File: config.mk
export PLATFORM = sky130hd
export DESIGN_NAME = lmtc_engine
export DESIGN_NICKNAME = d
export VERILOG_FILES = /design/src/rtl/lmtc_pkg.sv /design/src/rtl/lmtc_engine.sv
export SDC_FILE = /design/constraint.sdc
export NUM_CORES = 1
export LEC_CHECK = 0
export ABC_AREA = 1
export ABC_CLOCK_PERIOD_IN_PS = 11400
export BUFFER_PORTS_ARGS = -buffer_cell sky130_fd_sc_hd__buf_2
export CAP_MARGIN = 30
export CELL_PAD_IN_SITES_DETAIL_PLACEMENT = 1
export CELL_PAD_IN_SITES_GLOBAL_PLACEMENT = 1
export CORE_MARGIN = 5
export CORE_UTILIZATION = 40
export DETAILED_ROUTE_END_ITERATION = 10
export PLACE_DENSITY = 0.93
export SYNTH_ARGS = -nofsm -noshare
export SYNTH_HDL_FRONTEND = slang
export SYNTH_SLANG_ARGS = --single-unit
File: constraint.sdc
create_clock -name aclk -period 11.4 [get_ports aclk]
set_clock_uncertainty 0.05 [all_clocks]
set_input_delay 0.57 -clock aclk [delete_from_list [all_inputs] [get_ports aclk]]
set_output_delay 0.57 -clock aclk [all_outputs]
set_load 0.05 [all_outputs]
File: src/rtl/lmtc_pkg.sv
// ---------------------------------------------------------------------------
// lmtc_pkg
// Shared codes, reset values, result type and pattern update for the
// memory test checker.
// ---------------------------------------------------------------------------
package lmtc_pkg;

    // Default width of the word index
    localparam int INDEX_BITS_DEFAULT = 14;

    // Operation codes
    localparam logic [1:0] OP_RESTART  = 2'd0;
    localparam logic [1:0] OP_GENERATE = 2'd1;
    localparam logic [1:0] OP_CHECK    = 2'd2;

    // Configuration register indexes
    localparam logic [1:0] REG_PATTERN_SEED = 2'd0;
    localparam logic [1:0] REG_START_INDEX  = 2'd1;
    localparam logic [1:0] REG_END_INDEX    = 2'd2;
    localparam logic [1:0] REG_REPORT_LIMIT = 2'd3;

    // Reset values
    localparam logic [31:0] SEED_RESET   = 32'h0010_0500;
    localparam logic [31:0] START_RESET  = 32'd1024;
    localparam logic [7:0]  REPORT_RESET = 8'd9;
    localparam logic [31:0] COUNT_MAX    = 32'hFFFF_FFFF;

    // One result item
    typedef struct packed {
        logic [15:0] byte_address;
        logic [31:0] pattern_word;
        logic        mismatch;
        logic        report_error;
        logic [31:0] error_count;
        logic        range_done;
        logic        overrun;
    } result_t;

    // Shift left, feedback from taps 31, 30, 4, 3 into bit 0
    function automatic logic [31:0] lfsr_advance(input logic [31:0] p);
        logic fb;
        fb = p[31] ^ p[30] ^ p[4] ^ p[3];
        return {p[30:0], fb};
    endfunction

endpackage

File: src/rtl/lmtc_engine.sv
// ---------------------------------------------------------------------------
// lmtc_engine
// Test state (pattern, word index, error count) and the per-item step logic.
// ---------------------------------------------------------------------------
module lmtc_engine #(
    parameter int INDEX_BITS = lmtc_pkg::INDEX_BITS_DEFAULT
) (
    input  logic                    aclk,
    input  logic                    aresetn,
    input  logic                    step_en,
    input  logic [1:0]              operation,
    input  logic [31:0]             read_data,
    input  logic [31:0]             pattern_seed,
    input  logic [INDEX_BITS-1:0]   start_index,
    input  logic [INDEX_BITS:0]     end_index,
    input  logic [7:0]              report_limit,
    output lmtc_pkg::result_t       result
);
    import lmtc_pkg::*;

    localparam int ADDR_BITS = (INDEX_BITS + 3 > 16) ? INDEX_BITS + 3 : 16;

    logic [31:0]           pattern_reg, pattern_next;
    logic [INDEX_BITS:0]   index_reg, index_next;
    logic [31:0]           count_reg, count_next;

    logic [31:0]           cur_pattern;
    logic [INDEX_BITS:0]   cur_index;
    logic [31:0]           cur_count;
    logic                  is_restart, is_step, in_range, advance, mis, rep;
    logic [ADDR_BITS-1:0]  addr_full;

    // Restart reloads the state before the address and pattern are shown
    always_comb begin
        is_restart  = (operation == OP_RESTART);
        is_step     = (operation == OP_GENERATE) || (operation == OP_CHECK);
        cur_pattern = is_restart ? pattern_seed : pattern_reg;
        cur_index   = is_restart ? {1'b0, start_index} : index_reg;
        cur_count   = is_restart ? '0 : count_reg;
        in_range    = (cur_index < end_index);
        advance     = is_step && in_range;
        mis         = (operation == OP_CHECK) && in_range && (read_data != cur_pattern);
        count_next  = (mis && (cur_count != COUNT_MAX)) ? cur_count + 32'd1 : cur_count;
        rep         = mis && (count_next <= {24'd0, report_limit});
        index_next  = advance ? cur_index + 1'b1 : cur_index;
        pattern_next = advance ? lfsr_advance(cur_pattern) : cur_pattern;
        addr_full   = ADDR_BITS'({cur_index, 2'b00});

        result.byte_address = addr_full[15:0];
        result.pattern_word = cur_pattern;
        result.mismatch     = mis;
        result.report_error = rep;
        result.error_count  = count_next;
        result.range_done   = (index_next >= end_index);
        result.overrun      = is_step && !in_range;
    end

    // State update on each processed item
    always_ff @(posedge aclk) begin
        if (!aresetn) begin
            pattern_reg <= SEED_RESET;
            index_reg   <= {1'b0, START_RESET[INDEX_BITS-1:0]};
            count_reg   <= '0;
        end else if (step_en) begin
            pattern_reg <= pattern_next;
            index_reg   <= index_next;
            count_reg   <= count_next;
        end
    end

endmodule

==> out/qor.yml, run 1 <==
htree_levels: 3
cts.sinks: 79
die_y_um: 147
worstHoldStart: "pattern_reg[13]"
power_frac_comb_pct: 40.3
crit_path_frequent_cell: "nand2_1"
gp_congestion: 0.900
wl_um: 26800
grt_pass1_wl_um: 42700
ant_nets: 0
critPathMaxFanout: 48
fin_crit_ps: 7430
grt_overflow_total: 0
final_nets: 1569
reg2reg_from: "index_reg[12]"
status: "complete, no violations"
swShare_pct: 43.9
io_buffers: 187
first_global_vias: 8882
root_buffer: "clkbuf_16"
cts_tree: "yes"
synth_top_area_cell: "nand2_1"
max_freq_mhz: 135
clkLatencyLatePin_ps: 350
post_cts_buffers: 0
finalNonFillerCells: 1663
rr_endpoint: "count_reg[7]"
synth_area_um2: 7450
antenna_found_initial: 2
power_per_cell_area_nw_per_um2: 115
ctsHoldBuffers: 0
dr.pass1.iters: 4
dp_cells: 1645
cp.arrival_ps: 6810
synthCells: 1276
cp-end-kind: "output pin"
setup_viol: 0
via_per_inst: 5.26
r2r_slack_ps: 7020
synth_top_area_share_pct: 21.3
io_pins: 190
maxSlewHeadroom_pct: 40.4
p_seq_share_pct: 31.3
cts_buffers: 9
worstSetupPathType: "in -> out"
ir_drop_mv: 0.0728
post-route-drc-count: 0
hold_viol: 0
coreArea_um2: 18500
ys_seq_elements: 79
grt_max_degree: 73
track_usage_pct: 24.1
wl_per_cell_um: 16.1
max-cap-violations: 0
cp_slowest_cell: "nand3_2"
clk_pin_slew_worst_paths_ps: 60
crit_end: "result[34]"
dieArea_um2: 21500
layout_commonest_cell: "nand2_1"
place_hpwl_um: 20800
drive_above_1_share_pct: 17.3
ys_types: 39
die_w_um: 147
hold_class: "reg -> reg"
nFillCells: 2683
vias: 8755
drt-initial-drc-count: 428
power_switching_uw: 436
period_share_pct: 65.1
start_util_pct: 40.2
crit_required_ps: 10780
final_cell_mix: "422 x nand2_1, 188 x inv_1, 187 x buf_2, 108 x a21oi_1, 97 x nor2_1"
cts_buffer_depth: 2
cp-start-kind: "input port"
worst_pin_slew_ps: 893
synthTopCellsByArea: "nand2_1 21%, dfxtp_1 21%, inv_1 9.5%"
fin_tns_setup_ps: 0
finalMaxSlewViolations: 0
clockPowerShare_pct: 28.4
rr_worst_depth: 13
critical_path.max_stage_delay_ps: 800
p_leak_uw: 0.00464
syn2layout_area_growth_pct: 16.3
avgSynthCellArea_um2: 5.84
rsz0062_at_grt: "false"
p_int_uw: 558
core.rowCount: 50
ctsResizeCount: 0
seq_area_frac_synth_pct: 21.2
yosys_warnings: 0
critPathLaunch: "operation[0]"
==> kinds of logic (layout without fill, tap and decap cells) <==
| logic type | Yosys count | count (layout) | synth area share (%) |
|---|---|---|---|
| and+or+nand+nor | 640 | 640 | 36.8 |
| adders and majority gates | 41 | 41 | 6.88 |
| other | 1 | 4 | 0.0503 |
| DFF | 79 | 79 | 21.2 |
| xor gates and xnor gates | 35 | 35 | 4.11 |
| AOI/OAI and AO/OA | 225 | 225 | 16.2 |
| buffers and inverters | 255 | 405 | 14.8 |
==> synthesized netlist by cell type <==
library cell,instances
nor3_2,1
clkbuf_1,29
o21ai_0,74
xnor2_1,8
o21ai_1,12
o21a_1,1
clkinv_1,2
inv_6,1
inv_2,6
buf_2,3
dfxtp_1,79
nand3b_1,28
nor4_4,1
xor2_1,27
nand2_2,6
nor3_1,8
nand3_1,29
o211ai_1,20
buf_1,2
inv_1,188
a21o_1,1
nor4_1,3
nor2_4,3
conb_1,1
o21ai_2,3
a21oi_1,108
nor2_1,97
or2_2,1
buf_6,12
nand3_4,1
nand3_2,1
o2111ai_1,1
ha_1,41
o21bai_1,2
buf_4,12
a31oi_1,3
nor2_2,13
nand4_1,26
nand2_1,422
==> worst min path at each step <==
stage	endpoint	slack, ps	depth (start not counted)
after floorplan	pattern_reg[10]	390	2
after global placement	pattern_reg[25]	400	2
after detailed placement	pattern_reg[13]	410	2
after CTS	pattern_reg[13]	420	2
after global routing	pattern_reg[26]	430	2
final	pattern_reg[13]	410	2
==> power by group through the flow <==
stage	registers (uW)	logic (uW)	clock network, uW
after CTS	311	402	289
after global placement	316	384	0
after global routing	314	439	301
final	311	400	283
after detailed placement	317	398	0
after floorplan	313	297	0
==> final cells by class <==
type	count	area, um2	share of cell area, %
Sequential cell	79	1580	18.3
Clock inverter	7	56.3	0.650
Antenna cell	2	5.00	0.0578
Multi-Input combinational cell	943	4790	55.2
Tap cell	234	293	3.38
Clock buffer	9	225	2.60
Inverter	197	744	8.59
Timing Repair Buffer	192	973	11.2
==> stage by stage <==
| step | power (uW) | setup slack [ps] | util, % | area [um2] | hold WS (ps) |
|---|---|---|---|---|---|
| 6_report | 994 | 3970 | 46.8 | 8670 | 413 |
| 5_1_grt | 1050 | 3420 | 46.8 | 8670 | 428 |
| 4_1_cts | 1000 | 4040 | 46.8 | 8660 | 417 |
| 3_5_place_dp | 715 | 4060 | 45.3 | 8380 | 407 |
| 3_3_place_gp | 699 | 4400 | 45.3 | 8380 | 402 |
| 2_1_floorplan | 611 | 4900 | - | 7460 | 393 |
==> critical path: cells and delay by family <==
| kind | cells | cell delay, ps |
|---|---|---|
| simple gates | 18 | 3430 |
| fa+ha+maj | 3 | 1180 |
| buf+inv | 6 | 880 |
| compound gates | 3 | 420 |
| xor+xnor | 1 | 230 |
==> layer usage <==
layer / track usage, % / share of wire [%]
met1: 27.3 / 40
met5: 0 / 0
met2: 45.0 / 52
met4: 8.42 / 3.2
met3: 4.50 / 5.0
No activity file was read; power rests on OpenSTA's default activity.
==> run 2, diff against run 1 <==
Settings changed: ABC_CLOCK_PERIOD_IN_PS 11400 to 7300, CORE_UTILIZATION 40 to 37, PLACE_DENSITY 0.93 to 0.88.
Clock period 11.4 ns to 7.3 ns, I/O delays scaled along.
==> run 2 against run 1 <==
Against the previous run:
- critical path depth unchanged
- flip-flop and latch count unchanged
- final cell count up 2.3%
- first-iteration DRC count down 8.4%
- largest power group unchanged
==> out/qor.yml, run 2 (synthesis gave the netlist of run 1 again) <==
cts_buffers: 9  # unchanged
die_y_um: 152  # +3.7%
clkLatencyLatePin_ps: 360  # about the same
crit_required_ps: 6880  # -3900 ps
grt_pass1_wl_um: 43800  # +2.6%
reg2reg_from: "index_reg[12]"
hold_viol: 0  # unchanged
nFillCells: 2881  # +7.4%
track_usage_pct: 22.5  # -1.6 points
syn2layout_area_growth_pct: 17.2
cts.sinks: 79  # unchanged
final_util_pct: 43.6  # -3.2 points
hold_class: "reg -> reg"
period_share_pct: 83.1
htree_levels: 3  # unchanged
max-cap-violations: 0  # unchanged
fin_crit_ps: 6070
clk_pin_slew_worst_paths_ps: 80  # +20 ps
wl_per_cell_um: 15.8  # -2.2%
critical_path.max_stage_delay_ps: 700  # -100 ps
wl_um: 26800  # +0.10%
final_cell_mix: "422 x nand2_1, 188 x inv_1, 187 x buf_2, 108 x a21oi_1, 97 x nor2_1"
die_w_um: 152  # +3.7%
grt_overflow_total: 0  # unchanged
setup_viol: 0  # unchanged
antenna_found_initial: 3  # +1
layout_commonest_cell: "nand2_1"
cp-end-kind: "output pin"
p_leak_uw: 0.00465  # +0.20%
fin_tns_setup_ps: 0  # unchanged
core.rowCount: 52  # +4.0%
ant_nets: 0  # unchanged
ctsResizeCount: 0  # unchanged
max_freq_mhz: 165
dieArea_um2: 23100  # +7.5%
via_per_inst: 5.14  # -2.4%
cts_buffer_depth: 2  # unchanged
status: "complete, no violations"
dr.pass1.iters: 5  # +1
cp.arrival_ps: 5650  # -1160 ps
gp_congestion: 0.873  # -3.0%
io_pins: 190  # unchanged
worstHoldStart: "pattern_reg[27]"
maxSlewHeadroom_pct: 44.1  # +3.7 points
ir_drop_mv: 0.112  # +53%
worst_pin_slew_ps: 838  # -54.5 ps
place_hpwl_um: 20900  # +0.46%
post-route-drc-count: 0  # unchanged
crit_path_frequent_cell: "nand2_1"
worstSetupPathType: "in -> out"
critPathMaxFanout: 69  # +44%
root_buffer: "clkbuf_16"
cts_tree: "yes"
final_nets: 1571  # +0.13%
post_cts_buffers: 0  # unchanged
cp-start-kind: "input port"
vias: 8749  # -0.069%
power_per_cell_area_nw_per_um2: 179  # +56%
drt-initial-drc-count: 392  # -8.4%
coreArea_um2: 20000  # +8.2%
first_global_vias: 8993  # +1.2%
grt_max_degree: 73  # unchanged
cp_slowest_cell: "ha_4"
drive_above_1_share_pct: 17.4  # +0.12 points
critPathLaunch: "operation[0]"
start_util_pct: 37.2  # -3.1 points
io_buffers: 187  # unchanged
finalMaxSlewViolations: 0  # unchanged
ctsHoldBuffers: 0  # unchanged
rsz0062_at_grt: "false"
[run 2: changes by cell type in the layout (fill, tap and decap cells not counted), sizes merged]
cell	change
clkinv	-3
buf	+2
clkbuf	+1
clkinvlp	+1
diode	+1
inv	+1
[run 2: layout make-up]
| class | count | area, um2 | share of cell area [%] |
|---|---|---|---|
| multi-input combinational | 943 | 4790 | 54.8 |
| timing repair buffer | 194 | 988 | 11.3 |
| tap | 270 | 338 | 3.87 |
| antenna | 3 | 7.51 | 0.0859 |
| inverter | 197 | 744 | 8.52 |
| sequential | 79 | 1580 | 18.1 |
| clock buffer | 10 | 239 | 2.74 |
| clock inverter | 6 | 50.0 | 0.573 |
[run 2: critical path, delay by kind of cell]
kind                       cells  cell delay [ps]
adders and majority gates      3             1340
xor gates and xnor gates       1              190
AOI/OAI and AO/OA              6              950
buffers and inverters          7             1400
and+or+nand+nor               14             1360
[run 2: per-stage QoR]
step	area (um2)	total power, uW	setup WS, ps	hold slack (ps)	instances
after floorplan	7460	953	1210	393	1277
after global placement	8440	1100	1600	403	1683
after detailed placement	8440	1120	1260	406	1683
after CTS	8730	1570	1200	417	1699
after global routing	8740	1660	652	440	1702
final	8740	1560	1230	419	1702
[run 2: path summary, 6_finish.rpt]
check	end	slack [ps]	cells past startpoint
hold / removal	pattern_reg[27]	420	2
setup reg to reg	count_reg[20]	3920	15
setup / recovery	result[34]	1230	31
hold reg to reg	pattern_reg[27]	420	2
[run 2: routing by layer]
layer	vias to the layer above	routed length (um)	track usage (%)
met5	-	0	0
met4	0	603	6.34
met3	46	1170	3.70
met2	183	13900	41.1
met1	4192	11200	27.2
li1	4328	-	-
[run 2: where the power goes]
part / switching, uW / internal (uW) / leakage [uW] / total, uW
sequential: 19.7 / 466 / 0.000652 / 486
clock: 211 / 244 / 0.000136 / 455
combinational: 451 / 172 / 0.00386 / 623
total: 682 / 882 / 0.00465 / 1560
==> run 3, diff against run 2 <==
Settings changed: ABC_AREA 1 to 0, ABC_CLOCK_PERIOD_IN_PS 7300 to 5800, CORE_UTILIZATION 37 to 39, PLACE_DENSITY 0.88 to 0.87.
Clock period 7.3 ns to 5.8 ns, I/O delays scaled along.
==> run 3 against run 2 <==
Against the previous run:
- die area is 12% lower
- via count is 22% lower
- wire length is 10% lower
- hold slack worse by 35 ps
- largest cell class unchanged
- largest power group unchanged
==> out/qor.yml, run 3 <==
p_leak_uw: 0.00397  # -15%
p_int_uw: 1130  # +28%
ys_types: 64  # +64%
swShare_pct: 37.9  # -5.7 points
synthCells: 846  # -34%
synthTopCellsByArea: "dfxtp_1 23%, ha_1 7.5%, mux2i_1 7.2%"
fin_crit_ps: 5510
ys_seq_elements: 79  # unchanged
antenna_found_initial: 0  # -3
max_freq_mhz: 181
cp-start-kind: "input port"
wl_met1_um: 10400  # -7.2%
syn2layout_area_growth_pct: 23.0
drt-initial-drc-count: 305  # -22%
first_global_vias: 7090  # -21%
grt_max_degree: 81  # +11%
ys.flop_type: "dfxtp_1"
dr.max_layer_used: "met4"
cts_tree: "yes"
gp_congestion: 0.900  # +3.1%
start_util_pct: 39.7  # +2.5 points
synth_area_um2: 6840  # -8.3%
layout_commonest_cell: "buf_2"
htree_levels: 3  # unchanged
clk_pin_slew_worst_paths_ps: 70  # about the same
synth-async-reset-ratio_pct: 0  # unchanged
critical_path.max_stage_delay_ps: 440  # -260 ps
dieArea_um2: 20300  # -12%
cp-end-kind: "output pin"
worstSetupPathType: "in -> out"
ir_drop_mv: 0.144  # +29%
dr.pass1.iters: 4  # -1
holdWs_ps: 384  # -35.5 ps
cts.sinks: 79  # unchanged
cp.arrival_ps: 5170  # -480 ps
avgSynthCellArea_um2: 8.08  # +38%
critPathMaxFanout: 31  # -55%
maxSlewHeadroom_pct: 45.1  # +1.0 points
grt_pass1_wl_um: 37100  # -15%
final_nets: 1163  # -26%
wl_um: 24100  # -10%
ant_nets: 0  # unchanged
track_usage_pct: 22.8  # +0.26 points
place_hpwl_um: 18000  # -14%
place_area_um2: 7980  # -5.4%
synth_commonest_cells: "80 x nor2_1, 79 x dfxtp_1, 76 x nor2b_1"
core.rowCount: 48  # -7.7%
path_cells: "buf_2, inv_1, ha_4, buf_4, buf_12, mux2_2, xor2_1, nor4_1, nand4_1, o21bai_4, nor2_4, mux2_4, ha_1, nor2b_1, o21a_1, o21ai_0, nand2b_1, a21oi_1, o21a_1, o21ai_0, a211oi_1, nand4_1, nor4_2, buf_4"
io_pins: 190  # unchanged
power_frac_comb_pct: 35.0  # -4.8 points
die_y_um: 142  # -6.3%
finalMaxSlewViolations: 0  # unchanged
power_switching_uw: 688  # +0.89%
setup_viol: 0  # unchanged
dp_cells: 1221  # -27%
cts_buffers: 9  # unchanged
status: "complete, no violations"
route.met2.wl_um: 12100  # -13%
power_per_cell_area_nw_per_um2: 216  # +21%
nFillCells: 2148  # -25%
via_per_inst: 5.45  # +6.0%
hold_class: "in -> reg"
drive_above_1_share_pct: 28.4  # +11 points
yosys_warnings: 0  # unchanged
coreArea_um2: 17200  # -14%
wl_per_cell_um: 19.4  # +23%
worst_pin_slew_ps: 823  # -15.0 ps
period_share_pct: 95.0
vias: 6795  # -22%
clkLatencyLatePin_ps: 350  # about the same
seq_area_frac_synth_pct: 23.1  # +1.9 points
root_buffer: "clkbuf_16"
synth_most_common_cell: "nor2_1"
die_w_um: 142  # -6.3%
finalNonFillerCells: 1247  # -27%
max-cap-violations: 0  # unchanged
crit_buf_inv: 5  # -2
io_buffers: 187  # unchanged
grt_overflow_total: 0  # unchanged
crit_required_ps: 5460  # -1420 ps
synth_top_area_share_pct: 23.1  # +1.9 points
path_delay_family: "simple AND/OR/NAND/NOR gates"
p_seq_share_pct: 32.8  # +1.7 points
synth_top_area_cell: "dfxtp_1"
cp_slowest_cell: "mux2_2"
clockPowerShare_pct: 32.2  # +3.1 points
multi_input_area_um2: 4860  # +1.5%
hold_viol: 0  # unchanged
final_cell_mix: "186 x buf_2, 79 x dfxtp_1, 77 x nor2_1, 76 x nor2b_1, 59 x inv_1"
design_area_um2: 8410  # -3.8%
p_total_uw: 1820  # +16%
route.met3.wl_um: 915  # -22%
cts_buffer_depth: 2  # unchanged
synth_edf_count: 0  # unchanged
ff_latch_area_um2: 1580  # unchanged
post-route-drc-count: 0  # unchanged
## run 3: cell families after synthesis
| group | count (synthesis) | share of synthesized area (%) |
|---|---|---|
| AOI/OAI and AO/OA | 126 | 12.4 |
| xor gates and xnor gates | 75 | 9.61 |
| adders and majority gates | 41 | 7.51 |
| buffers and inverters | 115 | 7.38 |
| DFF | 79 | 23.1 |
| muxes | 84 | 14.1 |
| other | 1 | 0.0549 |
| and+or+nand+nor | 325 | 25.8 |
## run 3: final cells by class
type,instances,share of cell area [%]
clock inverter,5,0.700
timing repair buffer,207,13.6
inverter,66,2.95
multi-input combinational,653,57.8
tap,225,3.35
sequential,79,18.8
antenna,1,0.0298
clock buffer,11,2.77
## run 3: what timing repair did
item                                    4_1_cts  5_1_grt
hold buffers                                  0        0
pin swaps                                     1        6
setup buffers                                 1        8
endpoints found under the setup margin        1        1
resized for setup                             2        6
## run 3: worst min-delay path, cell delays in order
cell,delay (ps)
buf_2,100
mux2i_4,90
xnor2_1,150
nand2_1,60
nand2_1,40
## run 3: power groups by stage
stage	Sequential, uW	Combinational, uW	Clock [uW]
2_1_floorplan	600	459	0
3_3_place_gp	605	603	0
3_5_place_dp	607	622	0
4_1_cts	595	628	597
5_1_grt	599	687	619
6_report	596	636	586
## run 3: path summary, 6_finish.rpt
kind                   startpoint             to  slack [ps]  cells past startpoint
setup / recovery     operation[0]     result[34]         290                     24
hold reg to reg     index_reg[10]  index_reg[10]         440                      2
setup reg to reg     index_reg[4]  count_reg[14]        2040                     14
hold / removal    start_index[12]  index_reg[12]         380                      5
## run 3: stage by stage
step,setup WS (ps),util [%],setup TNS [ps]
2_1_floorplan,25.2,-,0
3_3_place_gp,207,46.3,0
3_5_place_dp,-50.9,46.3,-50.9
4_1_cts,49.1,48.1,0
5_1_grt,-138,48.8,-167
6_report,289,48.8,0
## run 3: metal layers
metal	vias up	global-route usage, %
met2	180	38.7
li1	3237	-
met5	-	0
met1	3328	28.7
met3	50	3.49
met4	0	9.70
